### src/sv/atlsr_pkg.sv
// ============================================================================
// ADC-to-lux step reporter package
// Curve ROM, field widths, register and mode codes, and the queue word type.
// ============================================================================
package atlsr_pkg;

    localparam int CURVE_POINTS    = 22;
    localparam int ADC_BITS        = 10;
    localparam int LUX_W           = 14;
    localparam int PROD_W          = LUX_W + ADC_BITS;
    localparam int QUEUE_DEPTH_DEF = 2;

    localparam int CFG_INDEX_W = 4;
    localparam int CFG_DATA_W  = 8;

    localparam logic [CFG_INDEX_W-1:0] REG_ENABLE    = CFG_INDEX_W'(0);
    localparam logic [CFG_INDEX_W-1:0] REG_TEST_MODE = CFG_INDEX_W'(1);

    localparam logic [1:0] MODE_NORMAL = 2'd0;
    localparam logic [1:0] MODE_EVERY  = 2'd1;
    localparam logic [1:0] MODE_OFFSET = 2'd2;

    localparam logic [LUX_W-1:0] LUX_MAX      = LUX_W'(11000);
    localparam logic [LUX_W-1:0] TEST_OFFSET  = LUX_W'(200);
    localparam logic [LUX_W-1:0] STEP1_THRESH = LUX_W'(15);
    localparam logic [LUX_W-1:0] STEP2_THRESH = LUX_W'(150);
    localparam logic [LUX_W-1:0] STEP3_THRESH = LUX_W'(1500);

    typedef logic [1:0] step_t;

    // Stored step code meaning that nothing has been reported yet.
    localparam logic [2:0] STEP_NONE = 3'd4;

    localparam logic [LUX_W-1:0] CURVE_LUX [CURVE_POINTS] = '{
        LUX_W'(2),    LUX_W'(5),    LUX_W'(8),    LUX_W'(10),   LUX_W'(12),
        LUX_W'(22),   LUX_W'(30),   LUX_W'(50),   LUX_W'(75),   LUX_W'(110),
        LUX_W'(150),  LUX_W'(170),  LUX_W'(300),  LUX_W'(460),  LUX_W'(1000),
        LUX_W'(1500), LUX_W'(1700), LUX_W'(2000), LUX_W'(2850), LUX_W'(3450),
        LUX_W'(6000), LUX_W'(11000)
    };

    localparam logic [ADC_BITS-1:0] CURVE_ADC [CURVE_POINTS] = '{
        ADC_BITS'(8),   ADC_BITS'(10),  ADC_BITS'(45),  ADC_BITS'(69),
        ADC_BITS'(79),  ADC_BITS'(102), ADC_BITS'(159), ADC_BITS'(196),
        ADC_BITS'(200), ADC_BITS'(245), ADC_BITS'(295), ADC_BITS'(307),
        ADC_BITS'(326), ADC_BITS'(378), ADC_BITS'(463), ADC_BITS'(500),
        ADC_BITS'(515), ADC_BITS'(526), ADC_BITS'(561), ADC_BITS'(570),
        ADC_BITS'(603), ADC_BITS'(648)
    };

    // One interpolation job: lux = base + rise * offset / run, or full scale.
    typedef struct packed {
        logic                sat;
        logic [LUX_W-1:0]    base;
        logic [LUX_W-1:0]    rise;
        logic [ADC_BITS-1:0] offset;
        logic [ADC_BITS-1:0] run;
    } atlsr_entry_t;

    // A segment whose ADC span does not grow or whose lux falls is never used.
    function automatic logic seg_usable(input int k);
        return (CURVE_ADC[k+1] > CURVE_ADC[k]) && (CURVE_LUX[k+1] >= CURVE_LUX[k]);
    endfunction

    function automatic step_t lux_to_step(input logic [LUX_W-1:0] lux);
        step_t step;
        if (lux < STEP1_THRESH) begin
            step = 2'd0;
        end
        else if (lux < STEP2_THRESH) begin
            step = 2'd1;
        end
        else if (lux < STEP3_THRESH) begin
            step = 2'd2;
        end
        else begin
            step = 2'd3;
        end
        return step;
    endfunction

endpackage

### src/sv/atlsr_front.sv
// ============================================================================
// ADC-to-lux front end
// Takes samples, finds their curve segment and queues an interpolation job.
// ============================================================================
module atlsr_front (
    input  logic                          in_valid,
    output logic                          in_stall,
    input  logic [atlsr_pkg::ADC_BITS-1:0] adc_sample,
    input  logic                          enable,
    input  logic                          queue_full,
    output logic                          push,
    output atlsr_pkg::atlsr_entry_t       push_entry
);
    import atlsr_pkg::*;

    logic found;

    // A disabled block swallows samples, so it never stalls then.
    assign in_stall = enable && queue_full;
    assign push     = in_valid && enable && !queue_full;

    always_comb
    begin
        push_entry = '0;
        found      = 1'b0;
        if (adc_sample < CURVE_ADC[0]) begin
            push_entry.base   = '0;
            push_entry.rise   = CURVE_LUX[0];
            push_entry.offset = adc_sample;
            push_entry.run    = CURVE_ADC[0];
        end
        else begin
            push_entry.sat = 1'b1;
            for (int k = 0; k < CURVE_POINTS - 1; k++) begin
                if (!found && seg_usable(k) && (adc_sample >= CURVE_ADC[k])
                    && (adc_sample < CURVE_ADC[k+1])) begin
                    found             = 1'b1;
                    push_entry.sat    = 1'b0;
                    push_entry.base   = CURVE_LUX[k];
                    push_entry.rise   = CURVE_LUX[k+1] - CURVE_LUX[k];
                    push_entry.offset = adc_sample - CURVE_ADC[k];
                    push_entry.run    = CURVE_ADC[k+1] - CURVE_ADC[k];
                end
            end
        end
    end

endmodule

### src/sv/atlsr_queue.sv
// ============================================================================
// ADC-to-lux job queue
// Small first-in first-out buffer of interpolation jobs.
// ============================================================================
module atlsr_queue #(
    parameter int DEPTH = atlsr_pkg::QUEUE_DEPTH_DEF
) (
    input  logic                    clk,
    input  logic                    rst_n,
    input  logic                    push,
    input  atlsr_pkg::atlsr_entry_t push_entry,
    input  logic                    pop,
    output atlsr_pkg::atlsr_entry_t head,
    output logic                    empty,
    output logic                    full
);
    import atlsr_pkg::*;

    localparam int PTR_W = (DEPTH > 1) ? $clog2(DEPTH) : 1;
    localparam int CNT_W = $clog2(DEPTH + 1);

    atlsr_entry_t     slots_reg [DEPTH];
    logic [PTR_W-1:0] wr_ptr_reg;
    logic [PTR_W-1:0] rd_ptr_reg;
    logic [CNT_W-1:0] count_reg;

    function automatic logic [PTR_W-1:0] advance(input logic [PTR_W-1:0] ptr);
        return (ptr == PTR_W'(DEPTH - 1)) ? '0 : ptr + 1'b1;
    endfunction

    assign empty = (count_reg == '0);
    assign full  = (count_reg == CNT_W'(DEPTH));
    assign head  = slots_reg[rd_ptr_reg];

    always_ff @(posedge clk)
    begin
        if (push) begin
            slots_reg[wr_ptr_reg] <= push_entry;
        end
    end

    always_ff @(posedge clk or negedge rst_n)
    begin
        if (!rst_n) begin
            wr_ptr_reg <= '0;
            rd_ptr_reg <= '0;
            count_reg  <= '0;
        end
        else begin
            if (push) begin
                wr_ptr_reg <= advance(wr_ptr_reg);
            end
            if (pop) begin
                rd_ptr_reg <= advance(rd_ptr_reg);
            end
            if (push && !pop) begin
                count_reg <= count_reg + 1'b1;
            end
            else if (pop && !push) begin
                count_reg <= count_reg - 1'b1;
            end
        end
    end

endmodule

### src/sv/atlsr_back.sv
// ============================================================================
// ADC-to-lux back end
// Multiplies, divides bit by bit, classifies the step and drives the result.
// ============================================================================
module atlsr_back (
    input  logic                          clk,
    input  logic                          rst_n,
    input  atlsr_pkg::atlsr_entry_t       head,
    input  logic                          empty,
    output logic                          pop,
    input  logic [1:0]                    test_mode,
    output logic                          out_valid,
    input  logic                          out_stall,
    output logic [atlsr_pkg::LUX_W-1:0]   lux,
    output logic                          report,
    output logic [atlsr_pkg::LUX_W-1:0]   reported_value,
    output atlsr_pkg::step_t              brightness_step
);
    import atlsr_pkg::*;

    localparam int CNT_W = $clog2(PROD_W);

    typedef enum logic [1:0] {ST_IDLE, ST_MUL, ST_DIV, ST_DONE} state_t;

    state_t              state_reg;
    atlsr_entry_t        ent_reg;
    logic [PROD_W-1:0]   quot_reg;
    logic [ADC_BITS-1:0] rem_reg;
    logic [CNT_W-1:0]    cnt_reg;
    logic [2:0]          last_step_reg;
    logic                out_valid_reg;
    logic [LUX_W-1:0]    lux_reg;
    logic                report_reg;
    logic [LUX_W-1:0]    value_reg;
    step_t               step_reg;

    logic [ADC_BITS:0]   trial;
    logic [ADC_BITS:0]   diff;
    logic                ge;
    logic [PROD_W:0]     sum;
    logic [LUX_W-1:0]    lux_calc;
    step_t               step_calc;
    logic                normal_mode;
    logic                rep_calc;
    logic [LUX_W-1:0]    value_calc;
    logic                out_free;

    assign pop = (state_reg == ST_IDLE) && !empty;

    // One restoring division step per cycle: shift in the next dividend bit.
    assign trial = {rem_reg, quot_reg[PROD_W-1]};
    assign ge    = (trial >= {1'b0, ent_reg.run});
    assign diff  = trial - {1'b0, ent_reg.run};

    assign sum = (PROD_W+1)'(ent_reg.base) + (PROD_W+1)'(quot_reg);

    always_comb
    begin
        if (ent_reg.sat || (sum > (PROD_W+1)'(LUX_MAX))) begin
            lux_calc = LUX_MAX;
        end
        else begin
            lux_calc = sum[LUX_W-1:0];
        end
    end

    assign step_calc   = lux_to_step(lux_calc);
    assign normal_mode = (test_mode != MODE_EVERY) && (test_mode != MODE_OFFSET);

    always_comb
    begin
        priority if (test_mode == MODE_EVERY) begin
            rep_calc   = 1'b1;
            value_calc = lux_calc;
        end
        else if (test_mode == MODE_OFFSET) begin
            rep_calc   = 1'b1;
            value_calc = lux_calc + TEST_OFFSET;
        end
        else if ({1'b0, step_calc} != last_step_reg) begin
            rep_calc   = 1'b1;
            value_calc = lux_calc;
        end
        else begin
            rep_calc   = 1'b0;
            value_calc = '0;
        end
    end

    assign out_free = !out_valid_reg || !out_stall;

    always_ff @(posedge clk or negedge rst_n)
    begin
        if (!rst_n) begin
            state_reg     <= ST_IDLE;
            last_step_reg <= STEP_NONE;
            out_valid_reg <= 1'b0;
        end
        else begin
            // A new result loaded in the finishing state replaces the taken one.
            if (out_valid_reg && !out_stall && (state_reg != ST_DONE)) begin
                out_valid_reg <= 1'b0;
            end
            unique case (state_reg)
                ST_IDLE:
                begin
                    if (!empty) begin
                        ent_reg   <= head;
                        rem_reg   <= '0;
                        cnt_reg   <= CNT_W'(PROD_W - 1);
                        state_reg <= head.sat ? ST_DONE : ST_MUL;
                    end
                end
                ST_MUL:
                begin
                    quot_reg  <= PROD_W'(ent_reg.rise) * PROD_W'(ent_reg.offset);
                    state_reg <= ST_DIV;
                end
                ST_DIV:
                begin
                    quot_reg <= {quot_reg[PROD_W-2:0], ge};
                    rem_reg  <= ge ? diff[ADC_BITS-1:0] : trial[ADC_BITS-1:0];
                    if (cnt_reg == '0) begin
                        state_reg <= ST_DONE;
                    end
                    else begin
                        cnt_reg <= cnt_reg - 1'b1;
                    end
                end
                ST_DONE:
                begin
                    if (out_free) begin
                        out_valid_reg <= 1'b1;
                        lux_reg       <= lux_calc;
                        report_reg    <= rep_calc;
                        value_reg     <= value_calc;
                        step_reg      <= step_calc;
                        if (normal_mode && rep_calc) begin
                            last_step_reg <= {1'b0, step_calc};
                        end
                        state_reg <= ST_IDLE;
                    end
                end
            endcase
        end
    end

    assign out_valid       = out_valid_reg;
    assign lux             = lux_reg;
    assign report          = report_reg;
    assign reported_value  = value_reg;
    assign brightness_step = step_reg;

endmodule

### src/sv/adc_to_lux_step_reporter.sv
// ============================================================================
// ADC-to-lux step reporter
// Converts light-sensor ADC words to lux over a 22-point curve and reports
// brightness step changes, or every value in the test modes.
// ============================================================================
//
//  Channel   Direction  Handshake               Payload
//  cfg       in         cfg_valid / cfg_ready   cfg_index, cfg_data
//  in        in         in_valid / in_stall     adc_sample
//  out       out        out_valid / out_stall   lux, report, reported_value,
//                                               brightness_step
//
// In the back end a word inside the curve is taken from the queue,
// multiplied, put through 24 restoring division steps and finished; a
// word at or above full scale goes from the queue to the finishing state.
// The input stalls only when the job queue of QUEUE_DEPTH words is full;
// while disabled every input word is taken and dropped. The back end waits
// in its finishing state while a previous result is still held.
// Reset is asynchronous and clears the registers, the queue and the stored
// step, so the first normal-mode result after reset always reports.
//
module adc_to_lux_step_reporter #(
    parameter int QUEUE_DEPTH = atlsr_pkg::QUEUE_DEPTH_DEF
) (
    input  logic                              clk,
    input  logic                              rst_n,
    input  logic                              cfg_valid,
    output logic                              cfg_ready,
    input  logic [atlsr_pkg::CFG_INDEX_W-1:0] cfg_index,
    input  logic [atlsr_pkg::CFG_DATA_W-1:0]  cfg_data,
    input  logic                              in_valid,
    output logic                              in_stall,
    input  logic [atlsr_pkg::ADC_BITS-1:0]    adc_sample,
    output logic                              out_valid,
    input  logic                              out_stall,
    output logic [atlsr_pkg::LUX_W-1:0]       lux,
    output logic                              report,
    output logic [atlsr_pkg::LUX_W-1:0]       reported_value,
    output logic [1:0]                        brightness_step
);
    import atlsr_pkg::*;

    logic         enable_reg;
    logic [1:0]   test_mode_reg;
    logic         queue_full;
    logic         queue_empty;
    logic         push;
    logic         pop;
    atlsr_entry_t push_entry;
    atlsr_entry_t head;

    // Register writes are always taken; indexes past the list are ignored.
    assign cfg_ready = 1'b1;

    always_ff @(posedge clk or negedge rst_n)
    begin
        if (!rst_n) begin
            enable_reg    <= 1'b0;
            test_mode_reg <= MODE_NORMAL;
        end
        else if (cfg_valid) begin
            if (cfg_index == REG_ENABLE) begin
                enable_reg <= cfg_data[0];
            end
            else if (cfg_index == REG_TEST_MODE) begin
                test_mode_reg <= cfg_data[1:0];
            end
        end
    end

    // The front end finds the curve segment in the cycle the word arrives and
    // queues the job, so sampling never waits on the divider directly.
    atlsr_front u_front (
        .in_valid   (in_valid),
        .in_stall   (in_stall),
        .adc_sample (adc_sample),
        .enable     (enable_reg),
        .queue_full (queue_full),
        .push       (push),
        .push_entry (push_entry)
    );

    atlsr_queue #(
        .DEPTH (QUEUE_DEPTH)
    ) u_queue (
        .clk        (clk),
        .rst_n      (rst_n),
        .push       (push),
        .push_entry (push_entry),
        .pop        (pop),
        .head       (head),
        .empty      (queue_empty),
        .full       (queue_full)
    );

    // The back end owns the stored step and the output register.
    atlsr_back u_back (
        .clk             (clk),
        .rst_n           (rst_n),
        .head            (head),
        .empty           (queue_empty),
        .pop             (pop),
        .test_mode       (test_mode_reg),
        .out_valid       (out_valid),
        .out_stall       (out_stall),
        .lux             (lux),
        .report          (report),
        .reported_value  (reported_value),
        .brightness_step (brightness_step)
    );

endmodule

### config.mk
export PLATFORM = sky130hd
export DESIGN_NAME = adc_to_lux_step_reporter
export DESIGN_NICKNAME = d
export VERILOG_FILES = /design/src/sv/atlsr_pkg.sv /design/src/sv/atlsr_front.sv /design/src/sv/atlsr_queue.sv /design/src/sv/atlsr_back.sv /design/src/sv/adc_to_lux_step_reporter.sv
export SDC_FILE = /design/constraint.sdc
export NUM_CORES = 1
export LEC_CHECK = 0
export BUFFER_PORTS_ARGS = -buffer_cell sky130_fd_sc_hd__buf_2
export CAP_MARGIN = 20
export CORE_MARGIN = 2
export CORE_UTILIZATION = 45
export DETAILED_ROUTE_END_ITERATION = 16
export PLACE_DENSITY_LB_ADDON = 0.08
export REMOVE_ABC_BUFFERS = 1
export SYNTH_ARGS = -nofsm -noshare
export SYNTH_HDL_FRONTEND = slang
export SYNTH_SLANG_ARGS = --single-unit
### constraint.sdc
create_clock -name clk -period 6.7 [get_ports clk]
set_input_delay 1.34 -clock clk [delete_from_list [all_inputs] [get_ports clk]]
set_output_delay 1.34 -clock clk [all_outputs]
set_load 0.005 [all_outputs]
# ---- Word level (Yosys, flattened, before mapping)
# Memories as Yosys holds them, arrays and structs flattened.
# Index checks and enable logic that the tools add are counted.
dict set report word_totals {
  regBits 132
  ramBits 98
  word_cells 305
  n_memories 1
}
dict set report op_classes {
  add_sub_neg 29
  n_mul 1
  n_lt_le_gt_ge 48
  n_eq_ne 15
  muxes 94
  bitwise 2
  n_reduce_logical 95
}
# name depth width read_ports rd_clocked_by_memory_dff wr line_no
set mem_list {}
lappend mem_list {u_queue.slots_reg 2 49 1 0 1 atlsr_queue.sv:22} ;# atlsr_entry_t slots_reg [DEPTH];
# cell n
set ops {}
lappend ops {{two-way mux 49 bit} 21}
lappend ops {{greater-or-equal comparator 10 x 9 -> 1 bit, second input constant} 6}
lappend ops {{< comparator 10 bit, second input constant} 6}
lappend ops {{< comparator 10 x 9 -> 1 bit, second input constant} 6}
lappend ops {{subtractor 10 x 9 -> 10 bit, second input constant} 6}
lappend ops {{two-way mux 14 bit} 4}
lappend ops {{two-way mux 1 bit} 52}
lappend ops {{logical AND 1 bit} 51}
lappend ops {{greater-or-equal comparator 10 bit, second input constant} 5}
lappend ops {{subtractor 10 bit, second input constant} 5}
lappend ops {{two-way mux 48 bit} 1}
lappend ops {{case mux 24 bit (2 select lines)} 1}
lappend ops {{greater-or-equal comparator 10 x 8 -> 1 bit, second input constant} 4}
lappend ops {{< comparator 10 x 8 -> 1 bit, second input constant} 4}
lappend ops {{subtractor 10 x 8 -> 10 bit, second input constant} 4}
lappend ops {{greater-or-equal comparator 10 x 7 -> 1 bit, second input constant} 3}
lappend ops {{< comparator 10 x 7 -> 1 bit, second input constant} 3}
lappend ops {{subtractor 10 x 7 -> 10 bit, second input constant} 3}
lappend ops {{zero test 1 bit} 26}
lappend ops {{adder 14 x 24 -> 25 bit} 1}
lappend ops {{> comparator 25 x 14 -> 1 bit, second input constant} 1}
lappend ops {{multiplier 14 x 10 -> 24 bit} 1}
lappend ops {{greater-or-equal comparator 10 x 4 -> 1 bit, second input constant} 2}
lappend ops {{< comparator 10 x 4 -> 1 bit, second input constant} 2}
lappend ops {{35 further kinds} 66}

# ---- Logic depth before layout (Yosys ltp)
dict set report logic_depth {
  depth_word 104
  mapped_depth 24
  depth_no_buf 23
}

# ---- Cells and area by module
# From an unflattened synthesis, not the netlist that was laid out.
dict set report hier_totals {
  hier_cells 1883
  hier_area_um2 19047.0
}
# module n_inst cells_per_inst area_per_inst_um2 seq_area_each_um2
set modules_own_cells {}
lappend modules_own_cells {atlsr_back 1 1138 11322.1 3724.8}
lappend modules_own_cells {atlsr_queue 1 169 3976.3 3042.9}
lappend modules_own_cells {atlsr_front 1 565 3592.2 0.0}
lappend modules_own_cells {adc_to_lux_step_reporter 1 11 156.4 75.1}

# ---- Worst setup path after synthesis
# Ideal clock, no wire load.
dict set report synth_path {
  path_type {register to register}
  from {register u_back.ent_reg[13] in the netlist's numbering}
  to {register u_back.quot_reg[23] (data pin)}
  arrival_ps 5615
  required_time_ps 6440
  path_slack_ps 825
  path_stages_with_launch 22
  synth_period_minus_slack_ps 5875
  path_cell_list {edfxtp_1 clkbuf_1 nand2_1 fa_1 inv_1 fa_1 ha_1 inv_1 fa_1 inv_1 fa_1 ha_1 a2111oi_0 o22ai_1 o211a_1 o21a_1 o21ai_0 a21oi_1 o21ai_0 mux2i_1 xor2_1 mux2_2}
}
dict set report synth_via {
  elab_chain_cells 2
}
# element line_no
set synth_rtl {}
lappend synth_rtl {{from (decl)} atlsr_back.sv:26} ;# atlsr_entry_t ent_reg;
lappend synth_rtl {{from (signal assigned)} atlsr_back.sv:108} ;# ent_reg <= head;
lappend synth_rtl {{multiplier 14 x 10 -> 24 bit} atlsr_back.sv:116} ;# quot_reg <= PROD_W'(ent_reg.rise) * PROD_W'(ent_reg.offset);
lappend synth_rtl {{case mux 24 bit (2 select lines)} atlsr_back.sv:104} ;# unique case (state_reg)
lappend synth_rtl {{to (signal assigned)} atlsr_back.sv:116}
lappend synth_rtl {{to (signal assigned)} atlsr_back.sv:121} ;# quot_reg <= {quot_reg[PROD_W-2:0], ge};
lappend synth_rtl {{to (decl)} atlsr_back.sv:27} ;# logic [PROD_W-1:0] quot_reg;
# Every way passes these cells.
# A chain may end at the register's enable or synchronous reset.

# ---- Worst setup path after layout
dict set report layout_path {
  from {register u_back.ent_reg[18] in the netlist's numbering}
  to {register u_back.quot_reg[23] (data pin)}
}
# Same word-level chain as after synthesis.

==> impl_metrics.json <==
{
  "status": "finished, final reports clean",
  "synthFlopType": "edfxtp_1",
  "drcViolationCount": 0,
  "portBuffers": 53,
  "r2r_slack_ns": 0.57,
  "syn_area_mm2": 0.0167,
  "num-fill-cells": 3438,
  "critPathKind": "flip-flop to flip-flop",
  "die_x_um": 197,
  "grt_setup_unrepaired": "no",
  "core_area_mm2": 0.0366,
  "async_reset_ff_share_pct": 6.22,
  "setup_viol": 0,
  "antenna_left": 0,
  "ys_seq_area_share_pct": 37.2,
  "cap_violations": 0,
  "synthDistinctLibCells": 92,
  "critPathMaxFanout": 12,
  "avgSynthCellArea_um2": 9.76,
  "antenna_found_initial": 0,
  "path_cells": "nand2_1 > fa_1 > fa_1 > inv_1 > fa_1 > fa_1 > fa_1 > ha_1 > a21oi_1 > o22ai_1 > o211a_1 > o21a_1 > o21ai_0 > a21oi_1 > o21ai_0 > mux2i_1 > xor2_1 > mux2_2",
  "grt_pass1_vias": 13000,
  "num_rows": 70,
  "grt_usage_pct": 24.3,
  "synth_cells": 1713,
  "dp_cells": 2188,
  "arrival_ns": 6.43,
  "postCtsHoldBufs": 0,
  "drt-initial-drc-count": 786,
  "worstPathRequired_ns": 7.00,
  "fmax_mhz": 163,
  "cts_tree": "built",
  "gp_congestion": 0.988,
  "worst_slew_pin_slew_ns": 1.06,
  "final_max_slew_viol_count": 0,
  "end_kind": "flip-flop",
  "final_common_cell": "edfxtp_1",
  "min_path_type": "flip-flop to flip-flop",
  "root_buffer": "clkbuf_16",
  "ys_seq_elements": 209,
  "vias_per_cell": 5.86,
  "hpwlAfterDp_um": 35000,
  "grt_overflow_total": 0,
  "grt_pass1_wl_um": 73500,
  "p_leak_nw": 7.51,
  "crit_top_cell": "fa_1",
  "register_area_mm2": 0.00621,
  "crit_slowest_cell": "edfxtp_1",
  "setup_ws_ns": 0.569,
  "die_y_um": 197,
  "diodes": 0,
  "multiInputGateArea_mm2": 0.00968,
  "path_clk_slew_ns": 0.06,
  "dr_total_vias": 13100,
  "whs_path_depth": 1,
  "nets": 1972,
  "power_density_mw_per_mm2": 575,
  "fin_crit_ns": 6.13,
  "reg2reg_depth": 18,
  "io_pins": 61,
  "first_pass_iters": 5,
  "yosys_warnings": 0,
  "routedWlPerCell_um": 20.9,
  "ir_worst_vdd_v": 0.000534,
  "tns_ns": 0,
  "cts.sinks": 209,
  "final_cell_mix": "edfxtp_1 (196), nand2_1 (177), inv_1 (134)",
  "h-tree-depth": 1,
  "synth_edf_count": 196,
  "dp_slack_ns": 0.457,
  "grt_max_degree": 51,
  "numCtsBuffers": 25,
  "syn_to_final_growth_pct": 9.84,
  "finalNonFillerCells": 2236,
  "clk_latency_ns": 0.55,
  "start_kind": "flip-flop",
  "post_cts_buffers": 0,
  "finalCritPeriodShare_pct": 91.5,
  "hold_viol": 0,
  "initial_core_util_pct": 45.7,
  "maxSlewHeadroom_pct": 29.4,
  "layout-drive-gt1-share_pct": 11.7,
  "clk_path_buf_depth": 3,
  "largest_register_ffs": 84,
  "dieArea_mm2": 0.0387,
  "slowest_delay_ns": 0.63,
  "wl_um": 46600,
  "skew_ns": 0.0251
}
==> timing repair <==
action,CTS,global route
resized for setup,0,1
hold endpoints to repair,0,0
endpoints found under the setup margin,0,1
==> cell usage after synthesis (12+ instances only) <==
| master | number | area, um2 |
|---|---|---|
| a211oi_1 | 15 | 113 |
| a21o_1 | 22 | 165 |
| a21oi_1 | 92 | 460 |
| a31oi_1 | 18 | 113 |
| and2_1 | 80 | 500 |
| clkbuf_1 | 69 | 259 |
| dfrtp_1 | 12 | 300 |
| edfxtp_1 | 196 | 5890 |
| fa_1 | 79 | 1580 |
| ha_1 | 117 | 1460 |
| inv_1 | 134 | 503 |
| mux2_2 | 51 | 574 |
| mux2i_1 | 12 | 120 |
| nand2_1 | 177 | 664 |
| nand2b_1 | 24 | 150 |
| nand3_1 | 37 | 185 |
| nand4_1 | 18 | 113 |
| nor2_1 | 117 | 439 |
| nor2b_1 | 12 | 75.1 |
| nor3_1 | 44 | 220 |
| nor4_1 | 12 | 75.1 |
| o21a_1 | 12 | 90.1 |
| o21ai_0 | 95 | 475 |
| o22ai_1 | 12 | 75.1 |
| or3_1 | 13 | 81.3 |
| xnor2_1 | 37 | 324 |
| xor2_1 | 24 | 210 |
==> critical path, delay by kind of cell (launching register included) <==
| family | cells | cell delay [ns] |
|---|---|---|
| AO/OA/AOI/OAI | 7 | 1.48 |
| XOR/XNOR | 1 | 0.10 |
| adder cells (fa/ha/maj) | 6 | 2.96 |
| buffers and inverters | 1 | 0.05 |
| flip-flops | 1 | 0.63 |
| multiplexers | 2 | 0.54 |
| AND/OR/NAND/NOR | 1 | 0.14 |
==> stage by stage <==
step | area, um2 | hold WS, ns | util, % | total power, mW
floorplan | 16400 | 0.455 | - | 7.58
global placement | 17500 | 0.509 | 47.9 | 9.32
detailed placement | 17500 | 0.514 | 47.9 | 9.37
CTS | 18300 | 0.523 | 50.0 | 10.7
global route | 18400 | 0.549 | 50.2 | 11.7
finish | 18400 | 0.522 | 50.2 | 10.6
==> final timing paths <==
path,from,end
worst max register to register,u_back.ent_reg[18],u_back.quot_reg[23]
worst max-delay path,u_back.ent_reg[18],u_back.quot_reg[23]
max in group asynchronous,rst_n,u_back.last_step_reg[2]
min in group asynchronous,rst_n,u_queue.count_reg[0]
worst min register to register,u_queue.count_reg[1],u_queue.count_reg[1]
worst min-delay path,u_queue.count_reg[1],u_queue.count_reg[1]
==> power by group <==
part           internal [mW]  switching, mW  leakage (nW)
clock network          0.733          0.541         0.373
logic                   3.00           3.97          5.22
registers               2.02          0.290          1.91
total                   5.76           4.80          7.51
==> metal layers <==
| metal | track usage (%) | routed length (um) | vias to the layer above |
|---|---|---|---|
| li1 | - | - | 6220 |
| met3 | 3.20 | 2620 | 134 |
| met2 | 40.2 | 21900 | 448 |
| met1 | 32.1 | 20100 | 6297 |
| met4 | 10.6 | 1990 | 0 |
| met5 | 0 | 0 | - |
==> kinds of logic (layout without fill, tap and decap cells) <==
logic type | Yosys count | after routing | synth area share (%)
flops | 209 | 209 | 37.2
simple gates | 584 | 584 | 17.3
compound gates | 375 | 375 | 14.7
xor+xnor | 61 | 61 | 3.20
fa+ha+maj | 196 | 196 | 18.2
other cells | 2 | 3 | 0.0449
buf+inv | 222 | 276 | 5.10
mux | 64 | 64 | 4.24
==> layout make-up <==
| type | instances | share of cell area, % |
|---|---|---|
| multi-input combinational | 1283 | 52.7 |
| sequential | 209 | 33.8 |
| clock buffer | 32 | 3.55 |
| timing repair buffer | 92 | 3.22 |
| tap | 468 | 3.19 |
| inverter | 138 | 2.82 |
| clock inverter | 14 | 0.641 |
No activity file was read; power rests on OpenSTA's default activity.
